===== src/rtl/cstu_pkg.sv =====
`timescale 1ns / 1ps

package cstu_pkg;

	// histogram geometry
	localparam int MAX_BINS = 1024;
	localparam int COUNT_W  = 32;
	localparam int BIN_W    = $clog2(MAX_BINS);
	localparam int BINS_W   = $clog2(MAX_BINS + 1);

	// port field widths
	localparam int CFG_W    = 11;
	localparam int SAMPLE_W = 10;
	localparam int CHI_W    = 63;
	localparam int TOTAL_W  = 32;

	localparam logic [CFG_W-1:0] BINS_RESET = CFG_W'(1000);

	// statistic datapath widths
	localparam int SQ_W   = 2 * COUNT_W;
	localparam int P1_W   = BINS_W + SQ_W;
	localparam int NUM_W  = P1_W + 1;
	localparam int FRAC_W = 16;
	localparam int DIVN_W = NUM_W + FRAC_W;
	localparam int DIVC_W = $clog2(DIVN_W);

	localparam logic [COUNT_W-1:0] COUNT_MAX = '1;
	localparam logic [CHI_W-1:0]   CHI_MAX   = '1;
	localparam logic [TOTAL_W-1:0] TOTAL_MAX = '1;

	// command queue between front and back
	localparam int Q_DEPTH = 4;
	localparam int Q_AW    = $clog2(Q_DEPTH);

	typedef struct packed {
		logic [BIN_W-1:0]   bin;
		logic               count_en;
		logic               fin;
		logic [COUNT_W-1:0] n;
		logic               sat;
		logic               bad;
	} cmd_t;

	typedef struct packed {
		logic [CHI_W-1:0]   chi;
		logic [TOTAL_W-1:0] total;
		logic               sat;
		logic               bad;
	} res_t;

	typedef enum logic [3:0] {
		BK_INIT,
		BK_RUN,
		BK_SWEEP,
		BK_FLUSH,
		BK_MUL_A,
		BK_MUL_B,
		BK_MUL_C,
		BK_SUM,
		BK_DIV_GO,
		BK_DIV_WAIT,
		BK_OUT
	} bk_state_t;

endpackage


===== src/rtl/cstu_fifo.sv =====
`timescale 1ns / 1ps

module cstu_fifo (
	input  logic           clk,
	input  logic           arst_n,
	input  logic           push,
	input  cstu_pkg::cmd_t wdata,
	input  logic           pop,
	output cstu_pkg::cmd_t rdata,
	output logic           empty,
	output logic           full
);
	import cstu_pkg::*;

	cmd_t            ent_q [Q_DEPTH];
	logic [Q_AW-1:0] wr_ptr_q;
	logic [Q_AW-1:0] rd_ptr_q;
	logic [Q_AW:0]   cnt_q;

	logic do_push;
	logic do_pop;

	always_comb begin
		empty   = cnt_q == '0;
		full    = cnt_q == (Q_AW+1)'(Q_DEPTH);
		rdata   = ent_q[rd_ptr_q];
		do_push = push && !full;
		do_pop  = pop && !empty;
	end

	always_ff @(posedge clk) begin
		if (do_push) begin
			ent_q[wr_ptr_q] <= wdata;
		end
	end

	always_ff @(posedge clk or negedge arst_n) begin
		if (!arst_n) begin
			wr_ptr_q <= '0;
			rd_ptr_q <= '0;
			cnt_q    <= '0;
		end else begin
			if (do_push) begin
				wr_ptr_q <= (wr_ptr_q == Q_AW'(Q_DEPTH - 1)) ? '0 : wr_ptr_q + Q_AW'(1);
			end
			if (do_pop) begin
				rd_ptr_q <= (rd_ptr_q == Q_AW'(Q_DEPTH - 1)) ? '0 : rd_ptr_q + Q_AW'(1);
			end
			case ({do_push, do_pop})
				2'b10:   cnt_q <= cnt_q + (Q_AW+1)'(1);
				2'b01:   cnt_q <= cnt_q - (Q_AW+1)'(1);
				default: cnt_q <= cnt_q;
			endcase
		end
	end

endmodule


===== config.mk =====
export PLATFORM = sky130hd
export DESIGN_NAME = cstu_fifo
export DESIGN_NICKNAME = d
export VERILOG_FILES = /design/src/rtl/cstu_pkg.sv /design/src/rtl/cstu_fifo.sv
export SDC_FILE = /design/constraint.sdc
export NUM_CORES = 1
export LEC_CHECK = 0
export BUFFER_PORTS_ARGS = -buffer_cell sky130_fd_sc_hd__buf_2
export CAP_MARGIN = 5
export CORE_MARGIN = 2
export CORE_UTILIZATION = 53
export CTS_BUF_LIST = sky130_fd_sc_hd__clkbuf_8
export DETAILED_ROUTE_END_ITERATION = 6
export GPL_TIMING_DRIVEN = 1
export PLACE_DENSITY = 0.75
export SLEW_MARGIN = 10
export SYNTH_ARGS = -nofsm -noshare
export SYNTH_HDL_FRONTEND = slang
export SYNTH_SLANG_ARGS = --single-unit

===== constraint.sdc =====
create_clock -name clk -period 2.27 [get_ports clk]
set_clock_uncertainty 0.05 [all_clocks]
set_input_delay 0.1135 -clock clk [delete_from_list [all_inputs] [get_ports clk]]
set_output_delay 0.1135 -clock clk [all_outputs]
set_load 0.02 [all_outputs]

==> results.cfg <==
[clocking]
htree_levels = 4
clockBufferDepth = 2
cts_tree = done
clk_pin_slew_ns = 0.08
cts_setup_buffers = 0
root_buffer = clkbuf_8
cts_buffers = 17
clock_latency_ns = 0.45
cts.sinks = 191

[routing]
routedWlPerCell_um = 18.7
drt-initial-drc-count = 234
vias_per_cell = 5.28
totalWireLength_um = 11900
ant_nets = 0
drc = 0
vias = 3345
firstDrtPassIters = 4

[cells_and_area]
multi_input_comb_area_mm2 = 0.00129
area_growth_pct = 23.1
final_cells = 634
fillCellCount = 873
regArea_mm2 = 0.00571
num_antenna_cells = 0
drive_above_1_share_pct = 41.9
fin_nets = 502
final_common_cell = edfxtp_1
final_cell_mix = 184 x edfxtp_1, 97 x buf_2, 48 x dlygate4sd3_1

[die]
die-height_um = 120
chipWidth_um = 120
io-pin-count = 98
design.core.area_mm2 = 0.0131
dieArea_mm2 = 0.0143
fp-row-count = 42
start_util_pct = 53.9

[worst_setup_path]
cp.required_ns = 2.11
cp_num_buf_inv = 2
crit_family = flip-flops
criticalPathCategory = reg2out
slowest_stage = dfrtp_4
slowest_delay_ns = 0.70
path_max_fanout = 27
path_cells = buf_12 -> mux4_2 -> buf_2
critPathLaunchType = register
crit_arrival_ns = 1.93
cp-end-kind = output port

[timing]
maxSlewHeadroom_pct = 71.4
hold_violations = 0
fmax_ghz = 0.477
post-route-min-period_ns = 2.10
setup-tns-final_ns = 0
rsz0062_at_grt = no
fin_crit_sh_pct = 92.3
drv_slew = 0
setup_ws_ns = 0.174
max_slew.worst_pin.slew_ns = 0.428
setup_viol = 0

[power_and_ir_drop]
p_leak_nw = 3.07
power_density_mw_per_mm2 = 1210
finalPower_mw = 10.6
ir_drop_mv = 0.875

[place]
dp_slack_ns = 0.282
place.detailed.hpwl_um = 7210
placed_cells = 554
place_congestion = 0.710
io_buffer_count = 97

[yosys]
avgSynthCellArea_um2 = 25.3
ys_warn_count = 0
seq_area_frac_synth_pct = 80.5
synth_area_mm2 = 0.00708
ys_types = 20
synth_cells = 280
syn_nets = 337
synth_seq_cells = 191

[run]
drv_cap = 0

[run_status]
status = complete, no violations

[global_route]
grt_pass1_vias = 3555
grt_pass1_wl_um = 18700
grt_use_total_pct = 17.9
antenna_found_initial = 0
grt-ovfl-total = 0
grt_start_max_net_pins = 34

[min_path]
hp-class = in2reg
state kept, by name, summed over array words and instances (netlist names):
signal    flops
rd_ptr_q      2
cnt_q         3
ent_q       184
wr_ptr_q      2
where the power goes:
part / switching, mW / internal [mW] / leakage, nW / total (mW)
clock: 1.04 / 0.861 / 0.195 / 1.90
sequential: 0.292 / 4.66 / 1.77 / 4.95
combinational: 2.05 / 1.66 / 1.11 / 3.71
Yosys cell counts (all sizes together):
| cell type | instances | area [µm²] |
|---|---|---|
| edfxtp | 184 | 5530 |
| mux4 | 46 | 1040 |
| buf | 9 | 68.8 |
| dfrtp | 7 | 175 |
| inv | 7 | 26.3 |
| ha | 6 | 75.1 |
| and2 | 4 | 25.0 |
| mux2 | 4 | 45.0 |
| nor2 | 3 | 11.3 |
| xor2 | 2 | 17.5 |
| clkbuf | 1 | 3.75 |
| fa | 1 | 20.0 |
| mux2i | 1 | 10.0 |
| nand2b | 1 | 6.26 |
| nor2b | 1 | 8.76 |
| nor3 | 1 | 5.00 |
| nor3b | 1 | 12.5 |
| xnor2 | 1 | 8.76 |
per-layer routing:
layer | global-route usage, % | vias up | wire length, µm
li1 | - | 1504 | -
met1 | 24.1 | 1741 | 5180
met2 | 28.8 | 87 | 5980
met3 | 4.71 | 13 | 565
met4 | 6.69 | 0 | 143
met5 | 0 | - | 0
final timing paths:
path / startpoint / slack [ns] / endpoint / cells past startpoint
worst max-delay path: rd_ptr_q[1] / 0.17 / rdata[43] / 3
min in group asynchronous: arst_n / 0.55 / cnt_q[2] / 3
worst max register to register: cnt_q[0] / 0.26 / cnt_q[2] / 9
max in group asynchronous: arst_n / 1.34 / rd_ptr_q[0] / 3
worst min-delay path: pop / 0.06 / rd_ptr_q[1] / 3
worst min register to register: cnt_q[2] / 0.45 / cnt_q[2] / 1
layout make-up:
cell class / instances / area share (%)
inverter: 7 / 0.301
multi-input combinational: 72 / 14.8
timing repair buffer: 156 / 13.0
clock buffer: 18 / 2.84
sequential: 191 / 65.5
tap: 176 / 2.53
clock inverter: 14 / 1.06
what timing repair did:
| action | in CTS | in global routing |
|---|---|---|
| setup endpoints to repair | 4 | 0 |
| endpoints found under the hold margin | 191 | 0 |
| gates resized for setup | 1 | 0 |
| hold buffers | 48 | 0 |
stage by stage:
| stage | utilization (%) | hold WS (ns) | instance area (µm²) |
|---|---|---|---|
| floorplan | - | -0.232 | 7090 |
| global placement | 60.1 | -0.0987 | 7890 |
| detailed placement | 60.1 | -0.0933 | 7890 |
| CTS | 66.4 | 0.0295 | 8720 |
| global route | 66.4 | 0.0638 | 8720 |
| finish | 66.4 | 0.0630 | 8720 |
worst min-delay path: stages:
cell and delay [ns]:
buf_2 0.10, nand2b_1 0.14, mux2_2 0.17
cell families (layout without fill, tap and decap cells):
group         after synthesis  in the layout  synth area share [%]
mux                        51             51                  15.4
fa+ha+maj                   7              7                  1.34
buf+inv                    17            195                  1.40
simple gates               11             11                 0.972
xor+xnor                    3              3                 0.371
flops                     191            191                  80.5
Note: power is estimated with default switching activity, not from simulation.
