--- src/rtl/cstu_pkg.sv ---
`timescale 1ns / 1ps

package cstu_pkg;

	// histogram geometry
	localparam int MAX_BINS = 1024;
	localparam int COUNT_W  = 32;
	localparam int BIN_W    = $clog2(MAX_BINS);
	localparam int BINS_W   = $clog2(MAX_BINS + 1);

	// port field widths
	localparam int CFG_W    = 11;
	localparam int SAMPLE_W = 10;
	localparam int CHI_W    = 63;
	localparam int TOTAL_W  = 32;

	localparam logic [CFG_W-1:0] BINS_RESET = CFG_W'(1000);

	// statistic datapath widths
	localparam int SQ_W   = 2 * COUNT_W;
	localparam int P1_W   = BINS_W + SQ_W;
	localparam int NUM_W  = P1_W + 1;
	localparam int FRAC_W = 16;
	localparam int DIVN_W = NUM_W + FRAC_W;
	localparam int DIVC_W = $clog2(DIVN_W);

	localparam logic [COUNT_W-1:0] COUNT_MAX = '1;
	localparam logic [CHI_W-1:0]   CHI_MAX   = '1;
	localparam logic [TOTAL_W-1:0] TOTAL_MAX = '1;

	// command queue between front and back
	localparam int Q_DEPTH = 4;
	localparam int Q_AW    = $clog2(Q_DEPTH);

	typedef struct packed {
		logic [BIN_W-1:0]   bin;
		logic               count_en;
		logic               fin;
		logic [COUNT_W-1:0] n;
		logic               sat;
		logic               bad;
	} cmd_t;

	typedef struct packed {
		logic [CHI_W-1:0]   chi;
		logic [TOTAL_W-1:0] total;
		logic               sat;
		logic               bad;
	} res_t;

	typedef enum logic [3:0] {
		BK_INIT,
		BK_RUN,
		BK_SWEEP,
		BK_FLUSH,
		BK_MUL_A,
		BK_MUL_B,
		BK_MUL_C,
		BK_SUM,
		BK_DIV_GO,
		BK_DIV_WAIT,
		BK_OUT
	} bk_state_t;

endpackage

--- src/rtl/cstu_front.sv ---
`timescale 1ns / 1ps

module cstu_front (
	input  logic                          clk,
	input  logic                          arst_n,
	input  logic                          accept,
	input  logic [cstu_pkg::SAMPLE_W-1:0] sample_bin,
	input  logic                          final_req,
	input  logic                          cfg_we,
	input  logic [cstu_pkg::CFG_W-1:0]    cfg_wdata,
	output cstu_pkg::cmd_t                q_data,
	output logic [cstu_pkg::BINS_W-1:0]   eff_bins
);
	import cstu_pkg::*;

	function automatic logic [BINS_W-1:0] eff_bins_f(input logic [CFG_W-1:0] v);
		logic [BINS_W-1:0] r;
		if (v == '0) begin
			r = BINS_W'(1);
		end else if (int'(v) > MAX_BINS) begin
			r = BINS_W'(MAX_BINS);
		end else begin
			r = BINS_W'(v);
		end
		return r;
	endfunction

	logic [CFG_W-1:0]   bins_q;
	logic [COUNT_W-1:0] count_q;
	logic               csat_q;
	logic               bad_q;

	logic               in_range;
	logic               cnt_full;
	logic               count_en;
	logic [COUNT_W-1:0] cnt_next;

	always_comb begin
		eff_bins = eff_bins_f(bins_q);
		in_range = BINS_W'(sample_bin) < eff_bins;
		cnt_full = count_q == COUNT_MAX;
		count_en = in_range && !cnt_full;
		cnt_next = count_en ? count_q + COUNT_W'(1) : count_q;

		q_data.bin      = BIN_W'(sample_bin);
		q_data.count_en = count_en;
		q_data.fin      = final_req;
		q_data.n        = cnt_next;
		q_data.sat      = csat_q | (in_range & cnt_full);
		q_data.bad      = bad_q | !in_range;
	end

	always_ff @(posedge clk or negedge arst_n) begin
		if (!arst_n) begin
			bins_q  <= BINS_RESET;
			count_q <= '0;
			csat_q  <= 1'b0;
			bad_q   <= 1'b0;
		end else begin
			if (cfg_we) begin
				bins_q <= cfg_wdata;
			end
			if (accept) begin
				if (final_req) begin
					count_q <= '0;
					csat_q  <= 1'b0;
					bad_q   <= 1'b0;
				end else begin
					count_q <= cnt_next;
					csat_q  <= q_data.sat;
					bad_q   <= q_data.bad;
				end
			end
		end
	end

endmodule

--- config.mk ---
export PLATFORM = sky130hd
export DESIGN_NAME = cstu_front
export DESIGN_NICKNAME = d
export VERILOG_FILES = /design/src/rtl/cstu_pkg.sv /design/src/rtl/cstu_front.sv
export SDC_FILE = /design/constraint.sdc
export NUM_CORES = 1
export LEC_CHECK = 0
export ABC_AREA = 1
export BUFFER_PORTS_ARGS = -buffer_cell sky130_fd_sc_hd__buf_2
export CAP_MARGIN = 20
export CORE_MARGIN = 10
export CORE_UTILIZATION = 60
export DETAILED_ROUTE_END_ITERATION = 10
export GPL_TIMING_DRIVEN = 0
export PLACE_DENSITY = 0.83
export SETUP_SLACK_MARGIN = 0.05
export SKIP_CTS_REPAIR_TIMING = 1
export SLEW_MARGIN = 20
export SYNTH_ARGS = -nofsm -noshare
export SYNTH_HDL_FRONTEND = slang
export SYNTH_SLANG_ARGS = --single-unit
--- constraint.sdc ---
create_clock -name clk -period 6.91 [get_ports clk]
set_clock_uncertainty 0.05 [all_clocks]
set_input_delay 2.073 -clock clk [delete_from_list [all_inputs] [get_ports clk]]
set_output_delay 2.073 -clock clk [all_outputs]
set_load 0.02 [all_outputs]
==> flow_summary.ini <==
[status]
status = complete, no violations

[hold_path]
min_from = bins_q[3]
hold_end = bins_q[3]
hp-class = reg2reg
holdPathStages = 2

[route]
drtIter0Drc = 246
drc = 0
vias = 4126
routed_wl_mm = 11.4
viasPerCell = 5.27
dr.pass1.iters = 5
wl_per_cell_um = 14.6
ant_nets = 0

[global_route]
globalRoute.totalOverflow = 0
grt_pass1_vias = 3941
grt_max_degree = 46
antenna_found_initial = 0
use_met1 = 0.281
met2_usage = 0.380
grtUsageMet3 = 0.0425
grt-busiest-layer = met2
grt_pass1_wl_mm = 18.9
grtUsageTotal = 0.224

[synthesis]
synth_cell_type_count = 36
syn_inst = 615
synth.avg_cell_area_um2 = 6.38
synth_edf_count = 0
syn_area_mm2 = 0.00393
synth_commonest_cells = nand2_1, inv_1, nor2_1
synth_nets = 651
yosys.area.top_type = dfrtp_1
synth_ff_type = dfrtp_1
ys_ff_latch = 45
seq_area_frac_synth = 0.289
yosys_warnings = 0
synth.most_common_cell = nand2_1
async_reset_ff_frac = 1.00
ys_top_cells_by_area = dfrtp_1, nand2_1, inv_1, nand4_1, nor2_1
synth.top_cell.area_share = 0.249

[floorplan]
rows = 29
io-pin-count = 83
dieArea_mm2 = 0.0102
start_util = 0.618
die_w_um = 101
die_h_um = 101
coreArea_mm2 = 0.00635

[timing]
slew_viol_final = 0
fin_setup_tns_ps = 0
period_share = 0.875
final_hold_viol_count = 0
slew_headroom = 0.622
rsz0062_at_grt = no
timing.fmax_mhz = 165
tightestPinTransition_ps = 567
layout_min_cycle_time_ps = 6040
finalSetupViolCount = 0

[setup_path]
cp.required_ps = 4790
critPathKind = in2out
rr_worst_depth = 15
worst_ep_arrival_time_ps = 3920
crit_path_max_fanout = 10
ff2ff_setup_slack_ps = 3920
end_kind = output pin
worstSetupStartpointType = input pin
r2r_start = bins_q[4]
critPathLaunch = sample_bin[4]
r2r-end = count_q[31]

[flow_run]
cap_violations = 0

[layout]
final_area_mm2 = 0.00457
area_growth_pct = 16.5
fin_nets = 741
layout-drive-gt1-share = 0.245
final_cells = 783
antenna_cells = 0

[clock_network]
clk_latency_ps = 300
cts_buffers = 5
clock-sinks = 45
cts_buffer_depth = 2
clk_pin_slew_ps = 90
cts_root_buffer = clkbuf_8
cts_max_level = 2
cts_tree = yes

[pwr]
powerDensity_mw_per_mm2 = 157
p_leak_uw = 0.00248
ir_worst_vdd_v = 0.000154

[placement]
placedCellCount = 774
port-buffer-count = 82
dpl.hpwl_mm = 9.10
routabilityCongestion = 0.968
placedInstanceArea_mm2 = 0.00443
==> through the flow <==
stage	util	worst slack (ps)	power, uW	hold slack (ps)
after CTS	0.716	881	722	459
after global routing	0.720	702	758	472
after floorplan	-	1370	442	419
final	0.720	865	717	456
after global placement	0.698	897	509	432
after detailed placement	0.698	895	514	444
==> critical path: stages <==
cell and delay, ps:
buf_2 100, ha_1 300, a21oi_1 140, o21ai_0 110, a21oi_2 380, buf_2 310, nand4_1 160, and2_1 190
buf_2 150
==> cell usage in the layout (no fill, tap or decap), types with 2 or more instances in the layout <==
master and n:
a21oi_1 4, nand3_1 31, inv_1 82, buf_2 95
nor2_2 3, nor2_1 54, and2_1 9, inv_2 6
nand4_1 35, nand4_2 4, clkinv_1 2, buf_6 4
nand3_2 2, clkbuf_1 6, nand2_1 221, clkbuf_8 5
o21ai_0 15, xor2_1 10, xnor2_1 5, dfstp_2 6
nor3_2 2, nor2_4 4, nor3_1 5, dfrtp_1 39
buf_4 12, ha_1 10, nand2_2 21
==> per-layer routing <==
metal / share of wire / vias up
met5: 0 / -
met4: 0.015 / 0
met1: 0.43 / 1902
li1: - / 2075
met3: 0.068 / 19
met2: 0.49 / 130
==> final cells by class <==
class | count | area, um^2
Fill cell | 554 | 1780
Tap cell | 77 | 96.3
Clock inverter | 3 | 46.3
Clock buffer | 5 | 68.8
Sequential cell | 45 | 1130
Buffer | 36 | 238
Timing Repair Buffer | 83 | 438
Inverter | 90 | 338
Multi-Input combinational cell | 444 | 2220
==> logic make-up after synthesis <==
family / share of synthesized area
xor gates and xnor gates: 0.0335
adders and majority gates: 0.0319
AOI/OAI and AO/OA: 0.0344
DFF: 0.289
and+or+nand+nor: 0.465
buffers and inverters: 0.147
==> how the worst max path moves through the flow <==
stage | end | cells after the start
2_1_floorplan | q_data[15] | 8
3_3_place_gp | q_data[15] | 9
3_5_place_dp | q_data[32] | 9
4_1_cts | q_data[8] | 9
5_1_grt | q_data[8] | 9
6_report | q_data[8] | 9
==> sequential cells by signal, indices dropped and copies added, names as in the netlist <==
signal,count
bins_q,11
csat_q,1
count_q,32
bad_q,1
==> where the power goes <==
group          leakage (uW)  switching, uW  internal (uW)  total [uW]
Clock             0.0000543           96.9            108         205
Sequential         0.000593           15.6            280         295
Combinational       0.00184            140           75.7         216
Note: power is estimated with default switching activity, not from simulation.
